$ cat src/design/fpn_ram.sv
// Generic single-port-write, single-port-read RAM with registered read data.
// No dependencies.
`default_nettype none

module fpn_ram #(
   parameter int WIDTH = 8,
   parameter int DEPTH = 256
) (
   input  logic                     clock,
   input  logic                     wr_en,
   input  logic [$clog2(DEPTH)-1:0] wr_addr,
   input  logic [WIDTH-1:0]         wr_data,
   input  logic [$clog2(DEPTH)-1:0] rd_addr,
   output logic [WIDTH-1:0]         rd_data
);

   logic [WIDTH-1:0] mem [DEPTH];
   logic [WIDTH-1:0] rd_data_ff;

   // Write port
   always_ff @(posedge clock) begin
      if (wr_en) begin
         mem[wr_addr] <= wr_data;
      end
   end

   // Registered read port
   always_ff @(posedge clock) begin
      rd_data_ff <= mem[rd_addr];
   end

   assign rd_data = rd_data_ff;

endmodule

`default_nettype wire

$ cat config.mk
export PLATFORM = sky130hd
export DESIGN_NAME = fpn_ram
export DESIGN_NICKNAME = d
export VERILOG_FILES = /design/src/design/fpn_ram.sv
export SDC_FILE = /design/constraint.sdc
export NUM_CORES = 2
export LEC_CHECK = 0
export ABC_AREA = 1
export BUFFER_PORTS_ARGS = -buffer_cell sky130_fd_sc_hd__buf_2
export CAP_MARGIN = 40
export CORE_MARGIN = 5
export CORE_UTILIZATION = 25
export DETAILED_ROUTE_END_ITERATION = 8
export PLACE_DENSITY = 0.37
export RECOVER_POWER = 50
export SLEW_MARGIN = 10
export SYNTH_ARGS = -nofsm -noshare
export SYNTH_HDL_FRONTEND = slang
export SYNTH_SLANG_ARGS = --single-unit
$ cat constraint.sdc
create_clock -name clock -period 1.9 [get_ports clock]
set_input_delay 0.285 -clock clock [delete_from_list [all_inputs] [get_ports clock]]
set_output_delay 0.285 -clock clock [all_outputs]
set_load 0.05 [all_outputs]
==> results.md <==
- Status: complete, but fails checks
- Failing checks: capacitance limit, slew limit
- Worst path slowest cell: clkbuf_1
- CTS sink count: between 2,000 and 2,500
- Post-route ant nets: 0
- Fraction of registers with async set or reset after synthesis: 0
- Max VDD drop: 0.6768 mV
- Routed vias: about 56,000
- Most used DFF post-synth: edfxtp_1
- CTS root buffer: clkbuf_16
- Worst reg-to-reg setup slack: 0.06 ns
- Kind of critical path: input pin to flip-flop
- Top-Level Pins: 34
- Filler Cell Count: around 34,000
- Initial antenna violation count: 19
- Multi-input gate area: 19,430 µm²
- H-tree levels: 4
- Die Span X: ~590 µm
- Wire per inst: between 20 and 25 µm
- DRT met1 WL: between 100,000 and 150,000 µm
- Setup crit end kind: flip-flop
- Row count: 212
- Layout cells sized above 1: 0.1473
- Cells after Synth: 7,003
- Full die area: roughly 350,000 µm²
- Total GRT Usage: 0.1618
- Area growth from synthesis to layout: 22.37%
- Worst reg2reg path depth: 11
- Syn Nets: between 7,000 and 8,000
- DR DRC count: 0
- Power per Cell Area: around 980 nW/µm²
- DR pass1 iterations: 5
- Total CTS buffers: roughly 230
- Pin count of the biggest net entering global routing: 81
- Hold depth: 6
- Setup Viol. Count Final: 0
- Starting Density: 0.2505
- CP max stage delay: just over 0.9 ns
- RSZ-0062 raised after global routing: true
- Slew Limit Fails: 35
- Number of warning messages in the yosys log: 0
- Static Leak: ~0.036 µW
- Non-Filler Instances: about 12,000
- Reg area: 61,670 µm²
- Number of flops mapped to enable cells by yosys: approximately 2,000
- #FFs+latches synth: ~2,000
- Reg2reg end: rd_data[3]
- Post-synth top area share: 0.7374
- Crit path buffers/inverters: 4
- Hold Path Class: input pin to flip-flop
- Crit-path cells: dlygate4sd3_1 > clkbuf_1 > buf_12 > buf_2
- Net total in the final layout: 7,636
- Relative slew slack: -0.07599
- Clock-pin slew on the worst setup and hold paths: about 0.06 ns
- Most numerous cell in the Yosys netlist: nand2_1
- Vias in the first global route: approximately 55,000
- Post-synth top area cell: edfxtp_1
- Vias/cell: 4.599
- Worst path top cell family by delay: buffers and inverters
- Crit path max fanout: 20
- Critical path data arrival time: 2.49 ns
- Hold Vio Cnt, Final: 0
- Period minus WS final: 1.854 ns
- Final Wtd Congestion: ~0.82
- Top Layer Used: met4
- Global-route wire length before repair: a little over 400,000 µm
- Reg-to-Reg Start: mem[190][3]
- Detail Placement HPWL: about 190,000 µm
- Syn_area_per_cell: ~12 µm²
- WL met2: 136,600 µm
- Maxcap violations: 1
- Most area-consuming cells after synthesis: edfxtp_1, nand3_1, nand2_1
- Final period util: 0.9758
- Chip Height: 587.6 µm
- Overall power: roughly 100,000 µW
- Cell Area, Synth: between 80,000 and 90,000 µm²
- DP Cell Count: about 12,000
- GR Overflow Total: 0
- Worst Tran Pin Value: approximately 1.6 ns
- Bufs on Longest Clock Path: 4
- Starting DRT DRC Count: ~4,500
- Commonest cells post-synth: nand2_1, edfxtp_1, nand3_1
- Sequential-to-total area share from yosys stat: 0.7394
- Synth unique cells: 14
- Number of setup buffers added after CTS: 0
- Hold path start: rd_addr[6]
- CTS tree: built
- Setup crit start kind: input pin
- Drt total wl: approximately 290,000 µm
- Core area: around 330,000 µm²
- Clock Skew: 0.04648 ns
- Max Freq: 539.4 MHz
- Hold EP: rd_data[0]
- Input/output buffers: 33
- Worst Path Required: 2.53 ns
- Clock latency at the later pin of the worst-skew pair: approximately 0.88 ns
- Met3 WL: approximately 13,000 µm
[registers in the layout, indices dropped and copies added (netlist names)]
name,count
rd_data,8
mem,2048
[through the flow]
stage / utilization / TNS (ns) / cell area, µm² / hold WS [ns] / setup WS, ns
final: 0.3065 / 0 / 102000 / 0.08803 / 0.04596
after global routing: 0.3065 / -0.1060 / 102000 / 0.06716 / -0.01654
after CTS: 0.3084 / 0 / 102700 / 0.03196 / 0.001915
after floorplan: - / 0 / 83400 / 0.3839 / 0.1235
after global placement: 0.2861 / -24.38 / 95260 / 0.6448 / -1.116
after detailed placement: 0.2861 / -24.00 / 95260 / 0.6431 / -1.121
[cell type report]
cell class                 instances  area share
multi-input combinational       4425      0.1904
inverter                          39    0.001790
clock buffer                     277     0.05833
clock inverter                   133     0.01112
sequential                      2056      0.6043
antenna                            8   0.0001962
tap                             4387     0.05379
timing repair buffer             859     0.08008
[placed cells by master, fill, tap and decap left out]
cell type and n:
inv_16 2, dfxtp_4 1, buf_16 3, nand3_1 1970, nand3_2 47, inv_8 2, inv_2 1, clkbuf_2 29
clkinv_4 1, clkinv_1 58, buf_2 14, clkbuf_8 2, diode_2 8, buf_4 535, nor2_1 283, nand2_1 2109
clkinv_8 1, inv_6 6, clkbuf_16 231, clkbuf_4 13, nand2_2 14, bufinv_16 19, clkinvlp_4 7, clkinv_2 41
bufbuf_16 1, clkbuf_1 127, buf_6 13, dlygate4sd3_1 9, buf_8 5, nand3_4 2, dfxtp_1 4, edfxtp_1 2048
dfxtp_2 3, buf_12 154, inv_1 34
[power by group]
part | internal, µW | total, µW | switching (µW)
clock | 24700 | 43000 | 18400
combinational | 2200 | 7340 | 5130
sequential | 50000 | 50100 | 59.6
[layer usage]
layer	vias to the layer above	track usage
met2	1322	0.2643
li1	26120	-
met4	0	0.04159
met3	344	0.02176
met5	-	0
met1	28250	0.2269
[worst max-delay path by stage]
| stage | slack [ns] | cells past startpoint | from | to |
|---|---|---|---|---|
| after floorplan | 0.12 | 4 | wr_en | mem[162][0] |
| after CTS | 0.002 | 11 | mem[145][3] | rd_data[3] |
| after global placement | -1.12 | 15 | rd_addr[0] | rd_data[5] |
| final | 0.05 | 4 | wr_data[2] | mem[139][2] |
| after detailed placement | -1.12 | 15 | rd_addr[0] | rd_data[5] |
| after global routing | -0.02 | 4 | wr_data[2] | mem[138][2] |
[worst register-to-register path: cells and delay by family, from the launching register on]
kind | cells | cell delay (ns)
flip-flops | 1 | 0.38
AND/OR/NAND/NOR | 10 | 1.25
buffers and inverters | 1 | 0.12
[timing repair]
action | CTS | global route
hold endpoints to repair | 617 | 0
resized for setup | 47 | 30
gates cloned | 1 | 1
hold buffers | 9 | 0
endpoints found under the setup margin | 16 | 8
[logic make-up (layout without fill, tap and decap cells)]
family,Yosys count,count (layout),synth area share
DFF,2056,2056,0.7394
and+or+nand+nor,4425,4425,0.2295
other,0,8,0
buffers and inverters,522,1308,0.03119
(Power assumes the default switching activity.)
