File: config.mk
export PLATFORM = sky130hd
export DESIGN_NAME = fpn_div
export DESIGN_NICKNAME = d
export VERILOG_FILES = /design/src/design/fpn_div.sv
export SDC_FILE = /design/constraint.sdc
export NUM_CORES = 1
export LEC_CHECK = 0
export ABC_AREA = 1
export BUFFER_PORTS_ARGS = -buffer_cell sky130_fd_sc_hd__buf_2
export CAP_MARGIN = 10
export CORE_MARGIN = 3
export CORE_UTILIZATION = 50
export DETAILED_ROUTE_END_ITERATION = 6
export PLACE_DENSITY = 0.83
export SYNTH_ARGS = -nofsm -noshare
export SYNTH_HDL_FRONTEND = slang
export SYNTH_SLANG_ARGS = --single-unit
File: constraint.sdc
create_clock -name clock -period 2.95 [get_ports clock]
set_clock_uncertainty 0.15 [all_clocks]
set_input_delay 0.4425 -clock clock [delete_from_list [all_inputs] [get_ports clock]]
set_output_delay 0.4425 -clock clock [all_outputs]
set_load 0.005 [all_outputs]
File: src/design/fpn_div.sv
// Restoring divider, one quotient bit per cycle, unsigned operands.
// Gives quotient and remainder; no package dependencies.
`default_nettype none

module fpn_div #(
   parameter int DVD_W = 40,
   parameter int DVS_W = 22
) (
   input  logic             clock,
   input  logic             reset,
   input  logic             start,
   input  logic [DVD_W-1:0] dividend,
   input  logic [DVS_W-1:0] divisor,
   output logic             done,
   output logic [DVD_W-1:0] quotient,
   output logic [DVS_W-1:0] remainder
);

   localparam int CNT_W = $clog2(DVD_W + 1);

   logic             busy_ff;
   logic             done_ff;
   logic [CNT_W-1:0] cnt_ff;
   logic [DVD_W-1:0] dq_ff;
   logic [DVS_W-1:0] rem_ff;
   logic [DVS_W-1:0] dvs_ff;
   logic [DVS_W:0]   trial;
   logic             fits;

   // Shift in the next dividend bit and try a subtract
   assign trial = {rem_ff, dq_ff[DVD_W-1]};
   assign fits  = trial >= {1'b0, dvs_ff};

   // Control: busy flag, bit counter, one-cycle done pulse
   always_ff @(posedge clock) begin
      if (reset) begin
         busy_ff <= 1'b0;
         done_ff <= 1'b0;
         cnt_ff  <= '0;
      end else begin
         done_ff <= 1'b0;
         if (start) begin
            busy_ff <= 1'b1;
            cnt_ff  <= CNT_W'(DVD_W);
         end else if (busy_ff) begin
            cnt_ff <= cnt_ff - 1'b1;
            if (cnt_ff == CNT_W'(1)) begin
               busy_ff <= 1'b0;
               done_ff <= 1'b1;
            end
         end
      end
   end

   // Datapath: remainder and quotient shift register
   always_ff @(posedge clock) begin
      if (start) begin
         dq_ff  <= dividend;
         rem_ff <= '0;
         dvs_ff <= divisor;
      end else if (busy_ff) begin
         rem_ff <= fits ? DVS_W'(trial - {1'b0, dvs_ff}) : trial[DVS_W-1:0];
         dq_ff  <= {dq_ff[DVD_W-2:0], fits};
      end
   end

   assign done      = done_ff;
   assign quotient  = dq_ff;
   assign remainder = rem_ff;

endmodule

`default_nettype wire

==> results of run 1 <==
layer usage:
| metal | GRT usage | vias up |
|---|---|---|
| met1 | 0.271 | 2189 |
| li1 | - | 2540 |
| met4 | 0.0452 | 0 |
| met2 | 0.368 | 176 |
| met5 | 0 | - |
| met3 | 0.0764 | 15 |
power by group through the flow:
stage               clock network, W  logic, W  registers (W)
floorplan                          0  0.000236        0.00156
detailed placement                 0  0.000408        0.00156
global route                 0.00101  0.000460        0.00155
CTS                         0.000958  0.000407        0.00154
global placement                   0  0.000399        0.00156
finish                      0.000936  0.000404        0.00154
cells by family after synthesis:
family / count (synthesis) / share of synthesized area
AOI/OAI and AO/OA: 36 / 0.0370
xor gates and xnor gates: 10 / 0.0160
adders and majority gates: 25 / 0.0585
buffers and inverters: 128 / 0.0962
DFF: 92 / 0.450
and+or+nand+nor: 440 / 0.343
sequential cells by signal, summed over array words and instances, names as in the netlist:
register	cells
cnt_ff	6
dvs_ff	22
busy_ff	1
done	1
remainder	22
quotient	40
through the flow:
step                      power (W)  cells  setup slack, ns  area, um^2
final                       0.00288    997            0.540        6440
after global routing        0.00302    997            0.324        6440
after CTS                   0.00290    997            0.521        6440
after detailed placement    0.00197    981            0.581        6230
after global placement      0.00196    981            0.637        6230
after floorplan             0.00179    731            0.706        5480
worst max-delay path, cell delays in order, from the launching register on:
cell and delay, ns:
dfxtp_1 0.35, ha_1 0.38, nand2_1 0.17, nor2_2 0.06, nand2_1 0.08, nor2_1 0.05
nand2_1 0.08, nand2_2 0.06, nor2_4 0.38, nand2_4 0.26, nand2_1 0.12, nand3_1 0.06
o21ai_1 0.11
Yosys cell counts, types with 5 or more instances:
library cell and number:
o21ai_1 8, a21oi_1 17, inv_2 5, nand2_2 8, nand3b_1 16, ha_1 24
buf_6 5, xnor2_1 8, clkbuf_1 10, inv_1 100, nand2_1 308, edfxtp_1 62
dfxtp_1 30, nor2_1 38, nand3_1 48
final cells by class:
| cell class | instances | area [um^2] | share of cell area |
|---|---|---|---|
| sequential | 92 | 2460 | 0.382 |
| inverter | 108 | 405 | 0.0629 |
| tap | 136 | 170 | 0.0264 |
| timing repair buffer | 134 | 701 | 0.109 |
| multi-input combinational | 511 | 2490 | 0.386 |
| clock buffer | 11 | 151 | 0.0235 |
| clock inverter | 5 | 65.1 | 0.0101 |
worst max-delay path by stage:
stage	start	end	slack (ns)	cells past startpoint
6_report	remainder[13]$_SDFFE_PP0P_	remainder[3]$_SDFFE_PP0P_	0.54	12
5_1_grt	dvs_ff[14]$_DFFE_PP_	remainder[6]$_SDFFE_PP0P_	0.32	13
4_1_cts	dvs_ff[13]$_DFFE_PP_	remainder[5]$_SDFFE_PP0P_	0.52	13
3_5_place_dp	dvs_ff[13]$_DFFE_PP_	remainder[5]$_SDFFE_PP0P_	0.58	13
3_3_place_gp	dvs_ff[13]$_DFFE_PP_	remainder[14]$_SDFFE_PP0P_	0.64	13
2_1_floorplan	start	quotient[0]$_DFFE_PP_	0.71	3
==> impl_metrics.ini, run 1 <==
[pwr]
share_comb_of_total_power = 0.140
power_density_nw_per_um2 = 447
p_sw_frac = 0.271
p_clk_frac = 0.325
p_leak_nw = 3.46
p_sw_w = 0.000779
ir_drop_mv = 0.371
internal_power_w = 0.00210
power_frac_seq = 0.534

[sta]
rsz0062_at_grt = false
whs_ns = 0.0867
tns_ns = 0
period_needed_ns = 2.41
final_hold_viol_count = 0
max_freq_mhz = 415
tightest_slew_ns = 0.816
setup_violations = 0
finalMaxSlewViolations = 0
slew-limit-headroom = 0.454
period_share = 0.817

[logic_synthesis]
ys_warn_count = 0
async_flop_share = 0
syn-num-nets = 821
synth_ff_type = edfxtp_1
yosysTopAreaCell = edfxtp_1
syn_avg_cell_area_um2 = 7.49
ys_types = 37
synth_edf_count = 62
yosys.area.top_type_share = 0.340
synth.top_cells.by_area = edfxtp_1, nand2_1, dfxtp_1
synth-seq-area-share = 0.450
ys_ff_latch = 92
syn_area_um2 = 5480
synthCells = 731

[clock_network]
clk_latency_ns = 0.37
ctsHoldBuffers = 0
clk_path_buf_depth = 2
cts-resized-gates = 0
cts_buffers = 9
clkTransAtPathRegs_ns = 0.10
cts_sinks = 92
root_buffer = clkbuf_8
htree_num_levels = 3
cts_setup_buffers = 0
cts_tree = done

[routing]
dr_wl_met3_um = 1080
met2_length_um = 6290
ant_nets = 0
vias = 4920
viasPerCell = 4.93
first_iter_violations = 309
dr.pass1.iters = 5
wire_per_inst_um = 13.3
routed_wl_um = 13300
drcViolationCount = 0
highest_layer = met4
m1WireLength_um = 5790

[worst_setup_path]
critical_path.max_fanout = 21
r2r-end = remainder[3]$_SDFFE_PP0P_
crit_type = reg -> reg
cp-start-kind = flip-flop
rr_worst_depth = 12
cp-end-kind = flip-flop
cp.required_ns = 3.09
arrival_ns = 2.55
r2r_slack_ns = 0.54
timing.rr.start = remainder[13]$_SDFFE_PP0P_

[floorplanning]
fp.dieH_um = 111
num_rows = 37
start_util = 0.521
fp.dieW_um = 111
die-area_um2 = 12200
io_pins = 128
core_area_um2 = 10500

[layout]
area_growth_pct = 17.6
drive_gt1_frac = 0.204
final_cell_mix = nand2_1, buf_2, inv_1
final_common_cell = nand2_1
final_nets = 946
diodes = 0
utilization = 0.613
nFillCells = 964

[grt]
antenna_found_initial = 0
grt_use_total = 0.218
gr-total-overflow = 0
grt_pass1_vias = 4572
grt_max_degree = 56
grt_pass1_wl_um = 21800

[run_status]
outcome = completed

[min_path]
min_path_cells = 1
hold_path_class = in -> reg
hp-start = divisor[18]
min_to = dvs_ff[18]$_DFFE_PP_

[placed_design]
dpl.hpwl_um = 9950
place_congestion = 0.891
io_buffers = 127

[run]
maxCapViolCount = 0
Power figures use the tool's default switching activity.
==> inputs of run 2 (changes only) <==
CORE_UTILIZATION = 49   (was 50)
PLACE_DENSITY = 0.85   (was 0.83)
clock period = 2 ns   (was 2.95 ns; I/O delays follow)
==> run 2 against run 1 <==
The run now ends with setup timing left; worst setup slack worse by 0.68 ns; worst hold slack worse by 0.049 ns; non-clock buffer count is 106 higher; wire length is 26% higher; sequential share of layout area is 7.5 points lower; largest power group unchanged; combinational power is 120% higher.
==> impl_metrics.ini, run 2 (synthesized netlist as in run 1, its figures left out) <==
[sta]
setup_violations = 23
period_needed_ns = 2.14
setup_ws_ns = -0.143
rsz0062_at_grt = true
max_freq_mhz = 467
period_share = 1.07
final_hold_viol_count = 0
finalMaxSlewViolations = 0
tightest_slew_ns = 0.474
tns_ns = -1.55
slew-limit-headroom = 0.684

[routing]
dr.pass1.iters = 6
ant_nets = 0
viasPerCell = 5.14
routed_wl_um = 16700
first_iter_violations = 402
wire_per_inst_um = 15.1
drcViolationCount = 0
vias = 5679

[floorplanning]
num_rows = 37
die-area_um2 = 12500
fp.dieW_um = 112
fp.dieH_um = 112
io_pins = 128
start_util = 0.517
core_area_um2 = 10600

[pwr]
ir_drop_mv = 0.426
power_density_nw_per_um2 = 589
p_leak_nw = 4.14
power_w = 0.00473

[worst_setup_path]
path_delay_family = simple AND/OR/NAND/NOR gates
crit_type = reg -> reg
cp-start-kind = flip-flop
cp_num_cells = 16
critPathMostFrequentCell = nand2_1
critical_path.max_fanout = 3
path_buf_inv = 3
arrival_ns = 2.27
crit_slowest_cell = edfxtp_1
cp.required_ns = 2.13
crit_chain = inv_2 > ha_4 > inv_4 > fa_2 > nand2_2 > nand3_2 > nand3_2 > nand2_4 > nand2_4 > nand2_2 > nand2_1 > nand2_1 > inv_1 > nand2_1 > nand3_1 > nand2_1
rr_worst_depth = 16
cp-end-kind = flip-flop
cp_slowest_stage_delay_ns = 0.42

[clock_network]
cts_tree = done
clk_latency_ns = 0.38
clk_path_buf_depth = 2
cts_buffers = 9
cts_sinks = 92
root_buffer = clkbuf_8
htree_num_levels = 3
clkTransAtPathRegs_ns = 0.10

[grt]
antenna_found_initial = 0
grt_pass1_wl_um = 24800
grt_util_met3 = 0.0538
grt.met1_usage = 0.309
grt_max_degree = 45
grt_use_met2 = 0.419
grt_most_used_layer = met2
gr-total-overflow = 0
grt_use_total = 0.245
grt_pass1_vias = 5328

[layout]
final_common_cell = nand2_1
nFillCells = 718
diodes = 0
drive_gt1_frac = 0.370
final_cell_mix = nand2_1, buf_2, inv_1
utilization = 0.757
area_growth_pct = 46.5
largest_reg_flops = 40
final_nets = 1053

[run_status]
violations = setup timing
outcome = finished with violations

[placed_design]
place_congestion = 0.955
dpl.hpwl_um = 10800
pre_cts_slack_ns = -0.135
io_buffers = 127

[min_path]
hold_path_class = in -> reg
min_path_cells = 3

[run]
maxCapViolCount = 0
run 2: cell types whose count changed in the layout (fill, tap and decap cells not counted), sizes merged:
| cell | change |
|---|---|
| bufinv | +2 |
| dlygate4sd3 | +23 |
| nand2 | +1 |
| buf | +82 |
| clkinvlp | +1 |
| clkbuf | -1 |
| clkinv | -1 |
run 2: power breakdown:
part	leakage [nW]	internal [W]	switching, W
registers	0.870	0.00219	0.0000800
clock network	0.122	0.000838	0.000717
logic	3.14	0.000434	0.000467
run 2: per-stage QoR:
step                hold slack [ns]  instances  area, um^2
CTS                          0.0280       1098        7670
global route                 0.0271       1104        8020
floorplan                     0.219        731        5490
detailed placement            0.328       1047        6740
finish                       0.0375       1104        8020
global placement              0.326       1047        6740
run 2: worst reg2reg max path: cells and delay by family, from the launching register on:
family / cells / cell delay (ns)
buffers and inverters: 3 / 0.19
adders and majority gates: 2 / 0.50
DFF: 1 / 0.42
and+or+nand+nor: 11 / 0.79
run 2: worst paths after layout:
check,start,end,slack (ns)
min reg2reg,remainder[10]$_SDFFE_PP0P_,remainder[10]$_SDFFE_PP0P_,0.35
max reg2reg,quotient[39]$_DFFE_PP_,remainder[12]$_SDFFE_PP0P_,-0.14
min,dividend[13],quotient[13]$_DFFE_PP_,0.04
max,quotient[39]$_DFFE_PP_,remainder[12]$_SDFFE_PP0P_,-0.14
run 2: area by class of cell:
cell class | instances | area (um^2) | area share
multi-input combinational | 512 | 3090 | 0.385
sequential | 92 | 2460 | 0.307
timing repair buffer | 240 | 1650 | 0.205
inverter | 108 | 412 | 0.0513
tap | 136 | 170 | 0.0212
clock buffer | 9 | 124 | 0.0154
clock inverter | 7 | 120 | 0.0150
run 2: layer usage:
layer	vias up	part of all wire	wire (um)
met5	-	0	0
met4	0	0.032	535
met3	49	0.085	1420
met2	288	0.48	8060
met1	2586	0.40	6710
li1	2756	-	-
run 2: what timing repair did:
item | 4_1_cts | 5_1_grt
hold buffers | 23 | 0
gates cloned | 1 | 2
hold endpoints to repair | 24 | 0
gates resized for setup | 56 | 75
setup endpoints to repair | 23 | 23
setup buffers | 11 | 4
pin swaps | 24 | 40
